`src/plas_pkg.sv`:
```
// ----------------------------------------------------------------------------
// plas_pkg
// Shared types and constants of the polyline arc length sampler.
// ----------------------------------------------------------------------------
package plas_pkg;

  localparam int unsigned MaxPoints   = 64;
  localparam int unsigned MaxSegments = 64;
  localparam int unsigned PtAw        = $clog2(MaxPoints);
  localparam int unsigned SegAw       = $clog2(MaxSegments);

  localparam logic [1:0] CmdWrPoint = 2'd0;
  localparam logic [1:0] CmdWrSeg   = 2'd1;
  localparam logic [1:0] CmdSample  = 2'd2;

  localparam logic [1:0] CfgPointCount = 2'd0;
  localparam logic [1:0] CfgSegCount   = 2'd1;
  localparam logic [1:0] CfgTotalLen   = 2'd2;

  localparam logic signed [15:0] OneQ14 = 16'sd16384;

  typedef enum logic [4:0] {
    OpNone, OpWrPoint, OpWrSeg, OpDist, OpSegRd, OpSegChk, OpFallback,
    OpDivInit, OpDivStep, OpRdA, OpRdB, OpCapB, OpPrep, OpMag, OpScale,
    OpMulLo, OpMulHi, OpMulFin, OpSquare, OpSqrtInit, OpSqrtStep,
    OpTdivInit, OpTdivStep, OpTdivFin, OpDone
  } op_e;

  typedef enum logic [4:0] {
    StIdle, StSegRd, StSegChk, StWalkEnd, StDivInit, StDivStep, StRdA, StRdB,
    StCapB, StPrep, StMag, StScale, StMulLo, StMulHi, StMulFin, StSquare,
    StSqrtInit, StSqrt, StTdivInit, StTdivStep, StTdivFin, StDone
  } state_e;

  typedef struct packed {
    op_e        op;
    logic [6:0] cnt;
    logic [1:0] axis;
  } ctrl_cmd_t;

  typedef struct packed {
    logic total_zero;
    logic walk_end;
    logic seg_hit;
  } dp_status_t;

  typedef struct packed {
    logic [PtAw-1:0] first;
    logic [PtAw-1:0] second;
    logic            on;
    logic [31:0]     len;
  } seg_t;

endpackage

```
`src/plas_ctrl.sv`:
```
// ----------------------------------------------------------------------------
// plas_ctrl
// Sequencer of the sampler: walks the segments, steps the divider on a hit,
// then the interpolator, square root and tangent divider of the datapath.
// ----------------------------------------------------------------------------
module plas_ctrl (
  input  logic                 clk_i,
  input  logic                 rst_ni,
  input  logic                 start_i,
  input  logic [1:0]           cmd_i,
  input  plas_pkg::dp_status_t status_i,
  output plas_pkg::ctrl_cmd_t  cmd_o,
  output logic                 busy_o
);
  import plas_pkg::*;

  state_e     state_q, state_d;
  logic [6:0] cnt_q, cnt_d;
  logic [1:0] axis_q, axis_d;

  always_ff @(posedge clk_i or negedge rst_ni) begin
    if (!rst_ni) begin
      state_q <= StIdle;
      cnt_q   <= '0;
      axis_q  <= '0;
    end else begin
      state_q <= state_d;
      cnt_q   <= cnt_d;
      axis_q  <= axis_d;
    end
  end

  always_comb begin
    state_d = state_q;
    cnt_d   = cnt_q;
    axis_d  = axis_q;
    case (state_q)
      StIdle: begin
        cnt_d = '0;
        if (start_i && cmd_i == CmdSample) begin
          state_d = status_i.total_zero ? StRdA : StSegRd;
        end
      end
      StSegRd:    state_d = status_i.walk_end ? StWalkEnd : StSegChk;
      StSegChk: begin
        if (status_i.seg_hit) begin
          state_d = StDivInit;
        end else begin
          cnt_d   = cnt_q + 7'd1;
          state_d = StSegRd;
        end
      end
      StWalkEnd:  state_d = StRdA;
      StDivInit: begin
        cnt_d   = '0;
        state_d = StDivStep;
      end
      StDivStep: begin
        cnt_d = cnt_q + 7'd1;
        if (cnt_q == 7'd29) state_d = StRdA;
      end
      StRdA:      state_d = StRdB;
      StRdB:      state_d = StCapB;
      StCapB:     state_d = StPrep;
      StPrep:     state_d = StMag;
      StMag:      state_d = StScale;
      StScale: begin
        axis_d  = '0;
        state_d = StMulLo;
      end
      StMulLo:    state_d = StMulHi;
      StMulHi:    state_d = StMulFin;
      StMulFin: begin
        if (axis_q == 2'd2) begin
          axis_d  = '0;
          state_d = StSquare;
        end else begin
          axis_d  = axis_q + 2'd1;
          state_d = StMulLo;
        end
      end
      StSquare: begin
        if (axis_q == 2'd2) begin
          axis_d  = '0;
          state_d = StSqrtInit;
        end else begin
          axis_d = axis_q + 2'd1;
        end
      end
      StSqrtInit: begin
        cnt_d   = '0;
        state_d = StSqrt;
      end
      StSqrt: begin
        cnt_d = cnt_q + 7'd1;
        if (cnt_q == 7'd31) state_d = StTdivInit;
      end
      StTdivInit: begin
        cnt_d   = '0;
        state_d = StTdivStep;
      end
      StTdivStep: begin
        cnt_d = cnt_q + 7'd1;
        if (cnt_q == 7'd14) state_d = StTdivFin;
      end
      StTdivFin: begin
        if (axis_q == 2'd2) begin
          state_d = StDone;
        end else begin
          axis_d  = axis_q + 2'd1;
          state_d = StTdivInit;
        end
      end
      StDone:     state_d = StIdle;
      default:    state_d = StIdle;
    endcase
  end

  always_comb begin
    cmd_o.cnt  = cnt_q;
    cmd_o.axis = axis_q;
    case (state_q)
      StIdle: begin
        if (!start_i) begin
          cmd_o.op = OpNone;
        end else begin
          case (cmd_i)
            CmdWrPoint: cmd_o.op = OpWrPoint;
            CmdWrSeg:   cmd_o.op = OpWrSeg;
            CmdSample:  cmd_o.op = OpDist;
            default:    cmd_o.op = OpNone;
          endcase
        end
      end
      StSegRd:    cmd_o.op = OpSegRd;
      StSegChk:   cmd_o.op = OpSegChk;
      StWalkEnd:  cmd_o.op = OpFallback;
      StDivInit:  cmd_o.op = OpDivInit;
      StDivStep:  cmd_o.op = OpDivStep;
      StRdA:      cmd_o.op = OpRdA;
      StRdB:      cmd_o.op = OpRdB;
      StCapB:     cmd_o.op = OpCapB;
      StPrep:     cmd_o.op = OpPrep;
      StMag:      cmd_o.op = OpMag;
      StScale:    cmd_o.op = OpScale;
      StMulLo:    cmd_o.op = OpMulLo;
      StMulHi:    cmd_o.op = OpMulHi;
      StMulFin:   cmd_o.op = OpMulFin;
      StSquare:   cmd_o.op = OpSquare;
      StSqrtInit: cmd_o.op = OpSqrtInit;
      StSqrt:     cmd_o.op = OpSqrtStep;
      StTdivInit: cmd_o.op = OpTdivInit;
      StTdivStep: cmd_o.op = OpTdivStep;
      StTdivFin:  cmd_o.op = OpTdivFin;
      StDone:     cmd_o.op = OpDone;
      default:    cmd_o.op = OpNone;
    endcase
  end

  assign busy_o = (state_q != StIdle);

endmodule

```
`config.mk`:
```
export PLATFORM = sky130hd
export DESIGN_NAME = plas_ctrl
export DESIGN_NICKNAME = d
export VERILOG_FILES = /design/src/plas_pkg.sv /design/src/plas_ctrl.sv
export SDC_FILE = /design/constraint.sdc
export NUM_CORES = 1
export LEC_CHECK = 0
export ABC_CLOCK_PERIOD_IN_PS = 2900
export BUFFER_PORTS_ARGS = -buffer_cell sky130_fd_sc_hd__clkbuf_2
export CAP_MARGIN = 5
export CORE_MARGIN = 1.5
export CORE_UTILIZATION = 44
export DETAILED_ROUTE_END_ITERATION = 6
export PLACE_DENSITY = 0.75
export SLEW_MARGIN = 20
export SYNTH_ARGS = -nofsm -noshare
export SYNTH_HDL_FRONTEND = slang
export SYNTH_SLANG_ARGS = --single-unit
```
`constraint.sdc`:
```
create_clock -name clk_i -period 2.9 [get_ports clk_i]
set_input_delay 0.29 -clock clk_i [delete_from_list [all_inputs] [get_ports clk_i]]
set_output_delay 0.29 -clock clk_i [all_outputs]
set_load 0.05 [all_outputs]
```
==> results.toml <==
[synth]
synthFlopType = "dfrtp_1"
synth-adder-area-share_pct = 7.12
synth-compound-area-share_pct = 24.1
synthCells = 177
muxShareOfSynthArea_pct = 2.32
syn_area_per_cell_sq_um = 7.94
synthArstFlopShare_pct = 100
synth_top_area_share_pct = 24.9
synth_edf_count = 0
ys_ff_latch = 14
yosys.area.top_type = "dfrtp_1"
synth.net_count = 193
syn_area_sq_um = 1410
synthXorXnorAreaFrac_pct = 3.74
synth_top_family_by_area = "simple AND/OR/NAND/NOR gates"
synth.distinct_cells = 49
ys_warn_count = 0
synth_area_leaders = "dfrtp_1 25%, ha_1 7.1%, nand2_1 5.1%, nor2_1 5.1%, o21ai_0 4.6%"
yosysSeqAreaShare_pct = 24.9
synthSimpleGateAreaFrac_pct = 29.6

[critical_path]
slowest_stage = "dfrtp_1"
crit_fanout = 21
path_cells = "nor2_1 -> nor2b_1 -> nand2_1 -> o21ai_0 -> clkbuf_2"
cp-start-kind = "register"
path_class = "reg -> out"
worstPathArrival_ns = 2.19
worst_path_largest_cell_delay_ns = 0.80
required_ns = 2.61
path_buf_inv = 1
end_kind = "output pin"
cp_top_family = "flip-flops"

[die]
core_area_sq_um = 3050
floorplan.rows = 20
dieHeight_microns = 59.5
start_util_pct = 46.0
io_pins = 23
fp.dieArea_sq_um = 3540
die_x_microns = 59.5

[global_routing]
antenna_found_initial = 0
grt_max_degree = 25
grt_pass1_vias = 1046
grt-ovfl-total = 0
grt_usage_pct = 17.5
grt_pass1_wl_microns = 4820

[routing]
routed-via-count = 1290
wl_met1_microns = 1500
dr_wl_met3_microns = 118
drc = 0
wl_met2_microns = 1380
dr.max_layer_used = "met3"
first_pass_iters = 4
wl_per_cell_microns = 12.6
routed_via_density = 5.42
ant_nets = 0
drtIter0Drc = 93
wl_microns = 3000

[cts]
cts_tree = "done"
post_cts_resized = 0
clk_pin_slew_ns = 0.09
cts.sinks = 14
root_buffer = "clkbuf_4"
cts_setup_buffers = 0
clk_latency_ns = 0.29
cts_buffers = 3
cts_buffer_depth = 2
hold_buffers = 1
cts_htree_levels = 1

[finish]
postLayoutCellArea_sq_um = 1560
multi_input_area_sq_um = 940
nNetsFinal = 211
area_delta_synth_final_pct = 10.9
diodes = 0
final_util_pct = 51.0
num-fill-cells = 298
seqCellArea_sq_um = 350
drive_gt1_share_pct = 20.1

[placed_design]
dp_hpwl_microns = 2130
post-place-ws_ns = 0.736
placed_area_sq_um = 1510
finalWeightedCongestion = 0.821
portBuffers = 22

[pwr]
power.leakage_nw = 0.664
peakVddDrop_v = 0.000424
powerDensity_nw_per_um2 = 1230

[sta]
drv_slew = 0
worst_pin_slew_ns = 0.839
clock_skew_ns = 0.00156
slew_headroom_pct = 44.1
finalSetupTns_ns = 0
rsz0062_at_grt = "no"
finalSetupViolCount = 0
fmax_mhz = 404
finalHoldWorstSlack_ns = 0.479
finalHoldViolations = 0
setup_slack_ns = 0.425
fin_crit_sh_pct = 85.4
period_needed_ns = 2.48

[min_path]
hp-class = "in -> async"

[outcome]
outcome = "finished clean"

[job]
maxCapViolations = 0
==> synth_stat cells, drive strengths merged (2+ instances only) <==
master   count
nand3b       2
mux2         2
inv         11
nand3        6
nor4         2
nor2        20
nand2       19
xor2         2
o21ai       15
a21oi       10
o211ai       3
xnor2        4
ha           8
clkbuf       3
nand2b       5
nor3         9
a2111oi      2
nor2b        8
or2          2
a31oi        3
buf          9
dfrtp       14
==> per-layer routing <==
metal / GRT usage (%) / up-vias
met5: 0 / -
met4: 2.86 / 0
met3: 3.28 / 0
met2: 26.4 / 34
met1: 26.4 / 605
li1: - / 651
==> cell type report <==
type,count,share of cell area (%)
Multi-Input combinational cell,140,60.3
Sequential cell,14,22.5
Timing Repair Buffer,25,8.67
Tap cell,44,3.53
Inverter,11,2.65
Clock buffer,4,2.33
==> state kept, by name, summed over array words and instances, names as in the netlist <==
signal   cells
cnt_q        7
state_q      5
axis_q       2
==> power breakdown <==
group          internal (W)  switching [W]  total [W]
Combinational      0.000437       0.000834    0.00127
Clock             0.0000765      0.0000694   0.000146
Sequential         0.000259       0.000244   0.000503
Total              0.000773        0.00115    0.00192
==> kinds of logic after synthesis <==
group                    after synthesis
AO/OA/AOI/OAI                         45
buffers and inverters                 23
XOR/XNOR                               6
adder cells (fa/ha/maj)                8
flip-flops                            14
AND/OR/NAND/NOR                       78
multiplexers                           3
==> final timing paths <==
path                                        start                     end  slack, ns  cells past startpoint
hold / removal                             rst_ni  state_q[4]$_DFFE_PN0P_       0.48                      2
max in group asynchronous                  rst_ni    cnt_q[0]$_DFFE_PN0P_       2.17                      2
setup / recovery           state_q[0]$_DFFE_PN0P_               cmd_o[13]       0.42                      5
hold reg to reg             axis_q[1]$_DFFE_PN0P_   axis_q[1]$_DFFE_PN0P_       0.58                      1
min in group clk_i                    status_i[0]  state_q[2]$_DFFE_PN0P_       0.50                      4
setup reg to reg           state_q[2]$_DFFE_PN0P_    cnt_q[6]$_DFFE_PN0P_       0.75                      5
==> per-stage QoR <==
stage          instances  total power [W]
2_1_floorplan        177          0.00156
3_3_place_gp         233          0.00176
3_5_place_dp         233          0.00177
4_1_cts              238          0.00192
5_1_grt              238          0.00207
6_report             238          0.00192
==> layout by cell type (no fill, tap or decap), types with 2 or more instances in the layout <==
cell	netlist	layout
xnor2_1	4	4
o21ai_1	2	2
nor2b_1	8	8
a21oi_1	10	10
nand3_1	6	6
a2111oi_4	2	2
o21ai_0	13	13
dfrtp_1	14	14
clkbuf_4	0	3
nand2b_1	4	4
xor2_1	2	2
buf_4	2	2
nand2_1	19	19
nor2_1	19	19
inv_1	11	11
clkbuf_2	0	22
mux2_1	2	2
nor3_1	9	9
ha_1	8	8
o211ai_1	2	2
a31oi_1	3	3
(Power assumes the default switching activity.)
